File: src/hdl/nmea_pkg.sv
`timescale 1ns / 1ps
// ----------------------------------------------------------------------------
// nmea_pkg
// shared types, constants and number conversion helpers of the nmea parser
// ----------------------------------------------------------------------------
package nmea_pkg;

	localparam int SENTENCE_MAX  = 128;
	localparam int LAT_FIELD_MAX = 11;
	localparam int LON_FIELD_MAX = 12;

	localparam logic [7:0] CH_DOLLAR = 8'h24;
	localparam logic [7:0] CH_EOL    = 8'h0d;
	localparam logic [7:0] CH_COMMA  = 8'h2c;
	localparam logic [7:0] CH_DOT    = 8'h2e;
	localparam logic [7:0] CH_PLUS   = 8'h2b;
	localparam logic [7:0] CH_MINUS  = 8'h2d;
	localparam logic [7:0] CH_ZERO   = 8'h30;
	localparam logic [7:0] CH_NINE   = 8'h39;
	localparam logic [7:0] CH_A      = 8'h41;
	localparam logic [7:0] CH_S      = 8'h53;
	localparam logic [7:0] CH_E      = 8'h45;

	localparam logic [29:0] LAT_CAP    = 30'd99999999;
	localparam logic [29:0] LON_CAP    = 30'd999999999;
	localparam logic [29:0] SPEED_CAP  = 30'd999990;
	localparam logic [29:0] DATE_CAP   = 30'd999999;
	localparam logic [29:0] QUAL_CAP   = 30'd9;
	localparam logic [29:0] SATS_CAP   = 30'd99;
	localparam logic [29:0] ALT_POSCAP = 30'd10000000;
	localparam logic [29:0] ALT_NEGCAP = 30'd1000000;

	localparam logic [39:0] ACC_BIG = 40'h80_0000_0000;

	typedef enum logic [1:0] {
		KIND_RMC,
		KIND_GGA,
		KIND_NONE
	} kind_t;

	// running number accumulator of one field
	typedef struct packed {
		logic [39:0] mag;
		logic [3:0]  fd;
		logic        dot;
		logic        stop;
		logic        neg;
	} acc_t;

	function automatic kind_t sentence_type(input logic [39:0] p);
		kind_t k;
		k = KIND_NONE;
		if (p[7:0] == 8'h47 && (p[15:8] == 8'h50 || p[15:8] == 8'h4e)) begin
			if (p[23:16] == 8'h52 && p[31:24] == 8'h4d && p[39:32] == 8'h43)
				k = KIND_RMC;
			else if (p[23:16] == 8'h47 && p[31:24] == 8'h47 && p[39:32] == 8'h41)
				k = KIND_GGA;
		end
		return k;
	endfunction

	function automatic acc_t acc_step(input acc_t a, input logic [7:0] c,
		input logic [3:0] fc, input logic [4:0] limit, input logic [2:0] scale,
		input logic sign_ok);
		acc_t r;
		logic [43:0] m;
		r = a;
		m = {4'd0, a.mag} * 44'd10 + {40'd0, c[3:0]};
		if (({1'b0, fc} + 5'd1) < limit && !a.stop) begin
			if (c >= CH_ZERO && c <= CH_NINE) begin
				if (!a.dot || a.fd < {1'b0, scale}) begin
					r.mag = (m > {4'd0, ACC_BIG}) ? ACC_BIG : m[39:0];
					if (a.dot)
						r.fd = a.fd + 4'd1;
				end
			end else if (c == CH_DOT && !a.dot) begin
				r.dot = 1'b1;
			end else if (sign_ok && fc == 4'd0 && (c == CH_MINUS || c == CH_PLUS)) begin
				if (c == CH_MINUS)
					r.neg = 1'b1;
			end else begin
				r.stop = 1'b1;
			end
		end
		return r;
	endfunction

	// scale the accumulated digits to the field's fixed point and saturate
	function automatic logic [29:0] acc_conv(input acc_t a, input logic [2:0] scale,
		input logic [29:0] cap);
		logic [2:0]  sh;
		logic [13:0] p;
		logic [43:0] prod;
		logic [29:0] r;
		sh = (a.fd <= {1'b0, scale}) ? (scale - a.fd[2:0]) : 3'd0;
		case (sh)
			3'd0:    p = 14'd1;
			3'd1:    p = 14'd10;
			3'd2:    p = 14'd100;
			3'd3:    p = 14'd1000;
			default: p = 14'd10000;
		endcase
		prod = {14'd0, a.mag[29:0]} * {30'd0, p};
		if (a.mag > {10'd0, cap})
			r = cap;
		else if (prod > {14'd0, cap})
			r = cap;
		else
			r = prod[29:0];
		return r;
	endfunction

endpackage

File: src/hdl/nmea_rmc_gga_parser_unit.sv
`timescale 1ns / 1ps
// ----------------------------------------------------------------------------
// nmea_rmc_gga_parser_unit
// nmea gga / rmc sentence parser, one received character per request
// ----------------------------------------------------------------------------
// the end-of-line byte passes the byte register and then the commit stage before
//   m_axis_tvalid rises; either step can wait behind a stalled output
// throughput: one byte per cycle; the byte register, the commit stage and the
//   output register each hold one item, ready falls only when a commit waits
//   behind a stalled output
// reset: arst_n clears parser state and loads the default kept position record
module nmea_rmc_gga_parser_unit
	import nmea_pkg::*;
(
	input  logic         clk,
	input  logic         arst_n,
	input  logic         s_axis_tvalid,
	output logic         s_axis_tready,
	input  logic [7:0]   s_axis_tdata,   // [7:0] rx_byte
	output logic         m_axis_tvalid,
	input  logic         m_axis_tready,
	// [19:0] utc_time, [20] fix_valid, [48:21] latitude, [79:49] longitude,
	// [99:80] speed_tenths, [119:100] course_tenths, [139:120] date_ddmmyy,
	// [143:140] fix_quality, [150:144] satellites, [175:151] altitude_dm
	output logic [175:0] m_axis_tdata,
	output logic         m_axis_tuser    // [0] sentence_kind
);

	localparam logic [7:0] CC_LIMIT = 8'(SENTENCE_MAX - 2);
	localparam logic [4:0] LAT_LIM  = 5'(LAT_FIELD_MAX);
	localparam logic [4:0] LON_LIM  = 5'(LON_FIELD_MAX);

	// input byte register
	logic [7:0]  byte_s1;
	logic        vld_s1;
	// commit request waiting for the output register
	logic        cvld_s2;
	kind_t       ckind_s2;

	// parser state
	logic        in_sent_q;
	logic [7:0]  cc_q;
	logic [39:0] prefix_q;
	logic [4:0]  fn_q;
	logic [3:0]  fc_q;
	acc_t        acc_q [8];
	logic [7:0]  tm_q [3];
	logic [2:0]  tabs_q;
	logic        hemi_s_q;
	logic        hemi_e_q;
	logic        status_q;

	// kept position record
	logic [19:0] k_time_q;
	logic        k_fix_q;
	logic [27:0] k_lat_q;
	logic [30:0] k_lon_q;
	logic [19:0] k_speed_q;
	logic [19:0] k_course_q;
	logic [19:0] k_date_q;
	logic [3:0]  k_qual_q;
	logic [6:0]  k_sats_q;
	logic [24:0] k_alt_q;

	logic s2_go, s2_free, proc;

	// the commit stage drains into the output register when it is empty or being read
	assign s2_go         = cvld_s2 && (!m_axis_tvalid || m_axis_tready);
	assign s2_free       = !cvld_s2 || s2_go;
	assign proc          = vld_s1 && s2_free;
	assign s_axis_tready = !vld_s1 || s2_free;

	// ---------------- byte parsing, next state ----------------
	logic        in_sent_n;
	logic [7:0]  cc_n;
	logic [39:0] prefix_n;
	logic [4:0]  fn_n;
	logic [3:0]  fc_n;
	acc_t        acc_n [8];
	logic [7:0]  tm_n [3];
	logic [2:0]  tabs_n;
	logic        hemi_s_n, hemi_e_n, status_n;
	logic        commit;
	kind_t       commit_kind;

	// field routing
	kind_t       fkind;
	logic        acc_en;
	logic [2:0]  sel;
	logic [4:0]  lim;
	logic [2:0]  scl;
	logic        sgn;
	logic        set_st, set_s, set_e;
	logic [1:0]  tp;
	logic [7:0]  c;
	logic        ovf, open;
	logic [7:0]  tdig;

	always_comb begin
		c           = byte_s1;
		ovf         = cc_q >= CC_LIMIT;
		open        = in_sent_q && !ovf;
		in_sent_n   = in_sent_q;
		cc_n        = cc_q;
		prefix_n    = prefix_q;
		fn_n        = fn_q;
		fc_n        = fc_q;
		acc_n       = acc_q;
		tm_n        = tm_q;
		tabs_n      = tabs_q;
		hemi_s_n    = hemi_s_q;
		hemi_e_n    = hemi_e_q;
		status_n    = status_q;
		commit      = 1'b0;
		commit_kind = sentence_type(prefix_q);
		acc_en      = 1'b0;
		sel         = 3'd0;
		lim         = 5'd0;
		scl         = 3'd0;
		sgn         = 1'b0;
		set_st      = 1'b0;
		set_s       = 1'b0;
		set_e       = 1'b0;
		tp          = fc_q[2:1];
		tdig        = tm_q[tp] * 8'd10 + {4'd0, c[3:0]};

		if (ovf) begin
			in_sent_n = 1'b0;
			cc_n      = 8'd0;
		end

		if (c >= 8'd1 && cc_q >= 8'd1 && cc_q <= 8'd5)
			prefix_n = prefix_q | ({32'd0, c} << (8 * (cc_q - 8'd1)));
		fkind = sentence_type(prefix_n);

		// per-kind field map
		case (fkind)
			KIND_RMC: begin
				case (fn_q)
					5'd2: set_st = 1'b1;
					5'd3: begin acc_en = 1'b1; sel = 3'd2; lim = LAT_LIM; scl = 3'd4; end
					5'd4: set_s = 1'b1;
					5'd5: begin acc_en = 1'b1; sel = 3'd4; lim = LON_LIM; scl = 3'd4; end
					5'd6: set_e = 1'b1;
					5'd7: begin acc_en = 1'b1; sel = 3'd5; lim = 5'd6; scl = 3'd1; end
					5'd8: begin acc_en = 1'b1; sel = 3'd6; lim = 5'd6; scl = 3'd1; end
					5'd9: begin acc_en = 1'b1; sel = 3'd7; lim = 5'd7; scl = 3'd0; end
					default: ;
				endcase
			end
			KIND_GGA: begin
				case (fn_q)
					5'd2: begin acc_en = 1'b1; sel = 3'd2; lim = LAT_LIM; scl = 3'd4; end
					5'd3: set_s = 1'b1;
					5'd4: begin acc_en = 1'b1; sel = 3'd4; lim = LON_LIM; scl = 3'd4; end
					5'd5: set_e = 1'b1;
					5'd6: begin acc_en = 1'b1; sel = 3'd1; lim = 5'd2; scl = 3'd0; end
					5'd7: begin acc_en = 1'b1; sel = 3'd5; lim = 5'd3; scl = 3'd0; end
					5'd9: begin
						acc_en = 1'b1; sel = 3'd6; lim = 5'd8; scl = 3'd1; sgn = 1'b1;
					end
					default: ;
				endcase
			end
			default: ;
		endcase

		if (!open) begin
			// hunting for a sentence start
			if (c == CH_DOLLAR) begin
				in_sent_n = 1'b1;
				cc_n      = 8'd1;
				prefix_n  = 40'd0;
				fn_n      = 5'd0;
				fc_n      = 4'd0;
				for (int i = 0; i < 8; i++)
					acc_n[i] = '0;
				for (int i = 0; i < 3; i++)
					tm_n[i] = 8'd0;
				tabs_n    = 3'd0;
				hemi_s_n  = 1'b0;
				hemi_e_n  = 1'b0;
				status_n  = 1'b0;
			end else begin
				prefix_n = prefix_q;
			end
		end else if (c <= CH_EOL) begin
			// end of line, or any byte up to carriage return, closes the sentence
			prefix_n  = prefix_q;
			in_sent_n = 1'b0;
			cc_n      = 8'd0;
			commit    = commit_kind != KIND_NONE;
		end else begin
			if (c == CH_COMMA) begin
				if (fn_q != 5'd31)
					fn_n = fn_q + 5'd1;
				fc_n = 4'd0;
			end else begin
				if (fn_q == 5'd1) begin
					// time digits as three pairs
					if (fc_q < 4'd6 && !tabs_q[tp]) begin
						if (c >= CH_ZERO && c <= CH_NINE)
							tm_n[tp] = tdig;
						else
							tabs_n[tp] = 1'b1;
					end
				end else if (fn_q >= 5'd2) begin
					if (acc_en)
						acc_n[sel] = acc_step(acc_q[sel], c, fc_q, lim, scl, sgn);
					if (fc_q == 4'd0 && set_st && c == CH_A)
						status_n = 1'b1;
					if (fc_q == 4'd0 && set_s && c == CH_S)
						hemi_s_n = 1'b1;
					if (fc_q == 4'd0 && set_e && c == CH_E)
						hemi_e_n = 1'b1;
				end
				if (fc_q != 4'd15)
					fc_n = fc_q + 4'd1;
			end
			cc_n = cc_q + 8'd1;
		end
	end

	// ---------------- commit conversion ----------------
	logic [29:0] lat_m, lon_m, spd_m, crs_m, date_m, qual_m, sats_m, alt_m;
	logic [19:0] time_n;
	logic [23:0] time_w;
	logic [27:0] lat_n;
	logic [30:0] lon_n;
	logic [24:0] alt_n;

	always_comb begin
		lat_m  = acc_conv(acc_q[2], 3'd4, LAT_CAP);
		lon_m  = acc_conv(acc_q[4], 3'd4, LON_CAP);
		spd_m  = acc_conv(acc_q[5], 3'd1, SPEED_CAP);
		crs_m  = acc_conv(acc_q[6], 3'd1, SPEED_CAP);
		date_m = acc_conv(acc_q[7], 3'd0, DATE_CAP);
		qual_m = acc_conv(acc_q[1], 3'd0, QUAL_CAP);
		sats_m = acc_conv(acc_q[5], 3'd0, SATS_CAP);
		// negative altitude saturates at its own, smaller bound
		alt_m  = acc_conv(acc_q[6], 3'd1, acc_q[6].neg ? ALT_NEGCAP : ALT_POSCAP);
		time_w = {16'd0, tm_q[0]} * 24'd10000 + {16'd0, tm_q[1]} * 24'd100
			+ {16'd0, tm_q[2]};
		time_n = time_w[19:0];
		lat_n  = hemi_s_q ? -lat_m[27:0] : lat_m[27:0];
		lon_n  = hemi_e_q ? {1'b0, lon_m} : -{1'b0, lon_m};
		alt_n  = acc_q[6].neg ? -alt_m[24:0] : alt_m[24:0];
	end

	// kept record as it stands after this commit
	logic [19:0] nk_speed, nk_course, nk_date;
	logic        nk_fix;
	logic [3:0]  nk_qual;
	logic [6:0]  nk_sats;
	logic [24:0] nk_alt;

	always_comb begin
		nk_fix    = k_fix_q;
		nk_speed  = k_speed_q;
		nk_course = k_course_q;
		nk_date   = k_date_q;
		nk_qual   = k_qual_q;
		nk_sats   = k_sats_q;
		nk_alt    = k_alt_q;
		case (ckind_s2)
			KIND_RMC: begin
				nk_fix    = status_q;
				nk_speed  = spd_m[19:0];
				nk_course = crs_m[19:0];
				nk_date   = date_m[19:0];
			end
			KIND_GGA: begin
				nk_qual = qual_m[3:0];
				nk_sats = sats_m[6:0];
				nk_alt  = alt_n;
			end
			default: ;
		endcase
	end

	// ---------------- registers ----------------
	always_ff @(posedge clk or negedge arst_n) begin
		if (!arst_n) begin
			vld_s1        <= 1'b0;
			byte_s1       <= 8'd0;
			cvld_s2       <= 1'b0;
			ckind_s2      <= KIND_NONE;
			m_axis_tvalid <= 1'b0;
			in_sent_q     <= 1'b0;
			cc_q          <= 8'd0;
			prefix_q      <= 40'd0;
			fn_q          <= 5'd0;
			fc_q          <= 4'd0;
			for (int i = 0; i < 8; i++)
				acc_q[i] <= '0;
			for (int i = 0; i < 3; i++)
				tm_q[i] <= 8'd0;
			tabs_q        <= 3'd0;
			hemi_s_q      <= 1'b0;
			hemi_e_q      <= 1'b0;
			status_q      <= 1'b0;
			k_time_q      <= 20'd0;
			k_fix_q       <= 1'b0;
			k_lat_q       <= 28'sd12345678;
			k_lon_q       <= -31'sd123456789;
			k_speed_q     <= 20'd0;
			k_course_q    <= 20'd0;
			k_date_q      <= 20'd0;
			k_qual_q      <= 4'd0;
			k_sats_q      <= 7'd0;
			k_alt_q       <= 25'd0;
		end else begin
			// byte register
			if (s_axis_tvalid && s_axis_tready) begin
				vld_s1  <= 1'b1;
				byte_s1 <= s_axis_tdata;
			end else if (proc) begin
				vld_s1 <= 1'b0;
			end

			// parser state steps once per processed byte
			if (proc) begin
				in_sent_q <= in_sent_n;
				cc_q      <= cc_n;
				prefix_q  <= prefix_n;
				fn_q      <= fn_n;
				fc_q      <= fc_n;
				acc_q     <= acc_n;
				tm_q      <= tm_n;
				tabs_q    <= tabs_n;
				hemi_s_q  <= hemi_s_n;
				hemi_e_q  <= hemi_e_n;
				status_q  <= status_n;
			end

			// commit stage
			if (proc && commit) begin
				cvld_s2  <= 1'b1;
				ckind_s2 <= commit_kind;
			end else if (s2_go) begin
				cvld_s2 <= 1'b0;
			end

			// kept record and output register
			if (s2_go) begin
				k_time_q      <= time_n;
				k_lat_q       <= lat_n;
				k_lon_q       <= lon_n;
				k_fix_q       <= nk_fix;
				k_speed_q     <= nk_speed;
				k_course_q    <= nk_course;
				k_date_q      <= nk_date;
				k_qual_q      <= nk_qual;
				k_sats_q      <= nk_sats;
				k_alt_q       <= nk_alt;
				m_axis_tvalid <= 1'b1;
			end else if (m_axis_tready) begin
				m_axis_tvalid <= 1'b0;
			end
		end
	end

	// output payload register, no reset needed
	always_ff @(posedge clk) begin
		if (s2_go) begin
			m_axis_tuser <= (ckind_s2 == KIND_GGA);
			m_axis_tdata <= {nk_alt, nk_sats, nk_qual, nk_date, nk_course, nk_speed,
				lon_n, lat_n, nk_fix, time_n};
		end
	end

endmodule
File: config.mk
export PLATFORM = sky130hd
export DESIGN_NAME = nmea_rmc_gga_parser_unit
export DESIGN_NICKNAME = d
export VERILOG_FILES = /design/src/hdl/nmea_pkg.sv /design/src/hdl/nmea_rmc_gga_parser_unit.sv
export SDC_FILE = /design/constraint.sdc
export NUM_CORES = 2
export LEC_CHECK = 0
export BUFFER_PORTS_ARGS = -buffer_cell sky130_fd_sc_hd__buf_2
export CAP_MARGIN = 20
export CORE_AREA = 2 2 448 494
export DETAILED_ROUTE_END_ITERATION = 6
export DIE_AREA = 0 0 450 496
export MAX_ROUTING_LAYER = met4
export PLACE_DENSITY = 0.7
export SLEW_MARGIN = 20
export SYNTH_ARGS = -nofsm -noshare
export SYNTH_HDL_FRONTEND = slang
export SYNTH_SLANG_ARGS = --single-unit
File: constraint.sdc
create_clock -name clk -period 11.4 [get_ports clk]
set_input_delay 0.57 -clock clk [delete_from_list [all_inputs] [get_ports clk]]
set_output_delay 0.57 -clock clk [all_outputs]
set_load 0.05 [all_outputs]
[After elaboration in Yosys (flattened, before gate mapping)]
Index checks and enable logic that the tools add are counted.
Storage, ports and cells
  logic and storage cells: 468
  bits in latches: 0
  input port bits: 12
  bits in writable memories: 0
  register bits after elaboration: 751
  memory bits (read-only): 0
  memories kept: 0
  output and inout bits: 179
Operators by class
  shifts and indexed selects: 1
  reduce and logical (&&, ||, !) cells: 76
  $mul: 11
  equality and inequality tests: 76
  divide/modulo/power cells: 0
  add/sub/neg operators: 20
  multiplexer cells: 172
  order comparisons: 41
  bitwise gates (word level): 4
Operators with widths (number)
  $mux W376: 7
  $mux W47: 10
  $pmux W14 S4: 7
  $bwmux W376: 1
  $mul A30 B14 Y44: 7
  $mux W40: 5
  $mux W24: 8
  $mux W20: 9
  $eq A8 B7 Y1 const B: 21
  $bmux W47 S3: 1
  $demux W47 S3: 1
  $gt A44 B20 Y1 const B: 3
  $gt A40 B20 Y1 const B: 3
  $mux W25: 4
  $mux W30: 3
  $mux W44: 2
  $mux W28: 3
  $mux W8: 7
  $mux W1: 48
  $mux W3: 15
  $add A44 B4 Y44: 1
  $gt A44 B24 Y1: 1
  $gt A44 B27 Y1 const B: 1
  $gt A44 B30 Y1 const B: 1
  other kinds (91): 232

[Depth between registers and ports, before layout]
  depth after elaboration: 36
  mapped depth: 50

[Worst setup path after synthesis]
Ideal clock, no wire load.
  kind: reg2reg
  start: register acc_q[144] in the netlist's numbering
  end: register m_axis_tdata[77] (data pin)
  path slack: -0.869 ns
  buffers on the path: 5
  period minus slack after synthesis: 12.269 ns
  data required time: 11.130 ns
  library setup time: 0.270 ns
  cell stages (with the launch flop): 48
  arrival: 11.999 ns
  path through: dfrtp_1 > inv_1 > ha_1 > xor2_1 > nor3b_1 > clkbuf_1 > clkbuf_1 > nand2_1 > nor2_1 > fa_1 > fa_1 > fa_1 > inv_1 > fa_1 > inv_1 > fa_1 > fa_1 > ha_1 > (+12 left out) > nand4_1 > or4_1 > clkbuf_1 > clkbuf_1 > a21oi_1 > ha_1 > nand2_1 > or3_1 > or4_1 > nand3b_1 > or2_2 > nor2_1 > nand3_1 > or3_1 > nand3b_1 > nor2_1 > mux2i_1 > o22ai_1
On the way
  word-level cells in the longest chain between the ends: 10
  elaborated cells between the ends (all ways): 14
Ends and longest elaborated chain
  from (decl): line nmea_rmc_gga_parser_unit.sv:46  | acc_t acc_q [8];
  from (signal assigned): line nmea_rmc_gga_parser_unit.sv:328  | acc_q <= acc_n;
  $le A4 B3 Y1 or $sub A3 B3 Y3 (tied branches): line nmea_pkg.sv:95  | sh = (a.fd <= {1'b0, scale}) ? (scale - a.fd[2:0]) : 3'd0;
  $mux W3 (*): line nmea_pkg.sv:95
  $eq A3 B2 Y1, or another cell as far along: line nmea_pkg.sv:96  | case (sh)
  $pmux W14 S4 (*): line nmea_pkg.sv:96
  $mul A30 B14 Y44 (*): line nmea_pkg.sv:103  | prod = {14'd0, a.mag[29:0]} * {30'd0, p};
  $gt A44 B30 Y1: line nmea_pkg.sv:106  | else if (prod > {14'd0, cap})
  $mux W30 (*): line nmea_pkg.sv:106
  $mux W30 (*): line nmea_pkg.sv:104  | if (a.mag > {10'd0, cap})
  $neg A30 Y31: line nmea_rmc_gga_parser_unit.sv:246  | lon_n = hemi_e_q ? {1'b0, lon_m} : -{1'b0, lon_m};
  $mux W30 (*): line nmea_rmc_gga_parser_unit.sv:246
  via lon_n[28]: line nmea_rmc_gga_parser_unit.sv:229  | logic [30:0] lon_n;
  to (signal assigned): line nmea_rmc_gga_parser_unit.sv:367  | m_axis_tdata <= {nk_alt, nk_sats, nk_qual, nk_date, nk_course, nk_speed,
  to (decl): line nmea_rmc_gga_parser_unit.sv:25  | output logic [175:0] m_axis_tdata,
The timed path passes the listed nets; every way through them passes the cells marked *.
A chain may end at the register's enable or synchronous reset.

[Worst setup path in the final report]
  start: register acc_q[145] in the netlist's numbering
  end: register m_axis_tdata[77] (data pin)
The elaborated chain is that of the path after synthesis.

==> metrics.csv <==
stage,metric,value,unit
global_routing,grt_max_degree,148,
floorplan,die_area,0.223,mm2
cts,cts_tree,built,
sta,fin_ws,91.1,ps
pwr,ir_worst_vdd,419,uV
placement,dpl_cell_area,0.129,mm2
sta,finalHoldViolCount,0,
cts,cts_root_buffer,clkbuf_16,
cts,clk_pin_slew,60,ps
final_layout,layout.nets,16800,
synthesis,syn_area_per_cell,9.34,um2
floorplan,start_util,54.8,%
run,drv_cap,0,
global_routing,grt_pass1_vias,103000,
route,drt-met1-wl,143,mm
critical_path,cpLargestDelayFamily,simple AND/OR/NAND/NOR gates,
cts,clk_latency,770,ps
route,ant_nets,0,
critical_path,criticalPathCategory,reg2reg,
critical_path,cp_slowest_cell,or4_4,
route,drc_errors,0,
floorplan,rows,180,
synthesis,yosys_warnings,0,
synthesis,yosys.cell_types.count,102,
global_routing,grt_pass1_wl,584,mm
critical_path,slowest_delay,560,ps
route,dr_wl_met3,28.7,mm
sta,finalCritPeriodShare,99.2,%
final_layout,fill_cells,18800,
floorplan,core-area,0.218,mm2
route,dr.first_iter.drc_count,8369,
cts,clk_path_buf_depth,3,
route,wl_per_cell,22.0,um
synthesis,synth_edf_count,177,
critical_path,cp.arrival,11770,ps
placement,gp_congestion,0.999,
min_path,hold_class,in2reg,
critical_path,crit_path_frequent_cell,fa_1,
floorplan,ios,191,
floorplan,fp.dieH,496,um
route,via_per_inst,5.80,
synthesis,synthArstFlopShare,74.9,%
sta,drv_slew,0,
sta,tightest_slew,1250,ps
route,vias,97100,
global_routing,antenna_found_initial,36,
route,drt-pass1-iter-count,7,
synthesis,seq_area_frac_synth,15.5,%
sta,finalClockSkew,61.1,ps
synthesis,synth_area,0.119,mm2
sta,finalCriticalPeriod,11310,ps
final_layout,drive_gt1_share,8.65,%
cts,htree_levels,3,
placement,pre_cts_ws,-156,ps
synthesis,syn_inst,12800,
route,route.met2.wl,174,mm
synthesis,synthFlopType,dfrtp_1,
global_routing,grt.total_usage,34.6,%
pwr,p_per_area,120,mW/mm2
sta,rsz0062_at_grt,yes,
pwr,power_leakage,70.1,nW
route,top_layer_used,met4,
pwr,total_power,15.9,mW
final_layout,synthToLayoutAreaGrowth,11.3,%
final_layout,fin_util,61.0,%
sta,fmax,88.4,MHz
status,status,completed,
sta,setup_viol,0,
critical_path,cp-end-kind,flip-flop,
critical_path,cp-start-kind,flip-flop,
critical_path,crit_buf_inv,7,
critical_path,critical_path.max_fanout,7,
placement,hpwl,298,mm
route,drt_wl_total,368,mm
floorplan,die_x,450,um
global_routing,grt.overflow.total,0,
synthesis,synth-seq-cells,704,
sta,slew_headroom,15.8,%
final_layout,stdcell_area,0.133,mm2
placement,port_buffers,190,
cts,cts_buffers,79,
critical_path,cp_data_required_time,11860,ps
cts,clock-sinks,704,
[routing by layer]
metal | track usage, % | vias to the layer above
li1 | - | 43500
met3 | 6.66 | 1068
met2 | 55.4 | 3852
met4 | 16.9 | 0
met5 | - | -
met1 | 42.0 | 48700
[synth_stat cells (all sizes together) (219+ instances only)]
master	number	area, um2
a21oi	444	2230
and3	219	1370
ha	1112	13900
a31o	245	2150
nor2	542	2040
inv	2153	8080
fa	1956	39200
and2	612	3830
dfrtp	526	13200
nand2	1088	4080
clkbuf	486	1830
o21ai	622	3110
[report_power, final]
group / switching, mW / internal (mW) / total [mW] / leakage [nW]
logic: 6.33 / 4.03 / 10.4 / 59.7
registers: 0.0358 / 2.59 / 2.63 / 8.93
clock network: 1.23 / 1.72 / 2.94 / 1.43
[per-stage QoR]
step,TNS [ps],hold WS [ps],instances
CTS,0,7.77,16700
detailed placement,-219,466,16500
global route,-769,51.8,16700
floorplan,0,274,13400
global placement,-49.5,459,16500
finish,0,52.6,16700
[placed cells by master, fill, tap and decap left out, types with 198 or more instances in the layout]
cell / count
a21oi_1: 435
a31o_1: 228
and2_1: 606
and3_1: 217
buf_4: 555
conb_1: 660
dfrtp_1: 524
fa_1: 1943
ha_1: 1100
inv_1: 2139
nand2_1: 1072
nand3_1: 203
nor2_1: 517
nor2b_1: 202
o21ai_0: 559
xnor2_1: 198
[sequential cells by signal, summed over array words and instances, names as in the netlist, 2 cells and up]
signal,flops
m_axis_tdata,176
acc_q,329
ckind_s2,2
fc_q,4
k_alt_q,25
k_sats_q,7
k_course_q,20
prefix_q,40
byte_s1,8
cc_q,8
k_speed_q,20
tabs_q,3
tm_q,24
k_date_q,20
fn_q,5
k_qual_q,4
[logic make-up (layout without fill, tap and decap cells)]
logic type | Yosys count | after routing | synth area share (%)
other | 2 | 695 | 0.00629
adder cells (fa/ha/maj) | 3068 | 3068 | 44.5
flip-flops | 704 | 704 | 15.5
multiplexers | 88 | 88 | 0.787
XOR/XNOR | 317 | 317 | 2.33
AO/OA/AOI/OAI | 2361 | 2362 | 13.3
buffers and inverters | 2722 | 3075 | 8.75
AND/OR/NAND/NOR | 3523 | 3523 | 14.9
[repair_timing]
action                                 in CTS  in global routing
hold buffers                                1                  0
setup buffers                              17                 18
pin swaps                                  27                 48
cloned                                      2                  2
endpoints found under the hold margin     116                  0
setup endpoints to repair                   2                237
resized for setup                          29                100
[cell type report]
| cell class | count | area, um2 | share of cell area, % |
|---|---|---|---|
| diodes | 35 | 87.6 | 0.0659 |
| clock buffers | 103 | 2220 | 1.67 |
| clock inverters | 41 | 692 | 0.521 |
| inverters | 2154 | 8090 | 6.09 |
| multi-input cells | 10000 | 93900 | 70.6 |
| flip-flops and latches | 704 | 18500 | 13.9 |
| well taps | 2912 | 3640 | 2.74 |
| repair buffers | 777 | 5760 | 4.34 |
[worst paths after layout]
| check | start | to | slack, ps | cells past startpoint |
|---|---|---|---|---|
| max | acc_q[145] | m_axis_tdata[77] | 90 | 45 |
| min | s_axis_tvalid | vld_s1 | 50 | 2 |
| max reg2reg | acc_q[145] | m_axis_tdata[77] | 90 | 45 |
| min reg2reg | k_speed_q[7] | k_speed_q[7] | 480 | 2 |
| max in group asynchronous | arst_n | k_qual_q[2] | 8650 | 4 |
| min in group asynchronous | arst_n | k_date_q[2] | 470 | 2 |
(Power assumes the default switching activity.)
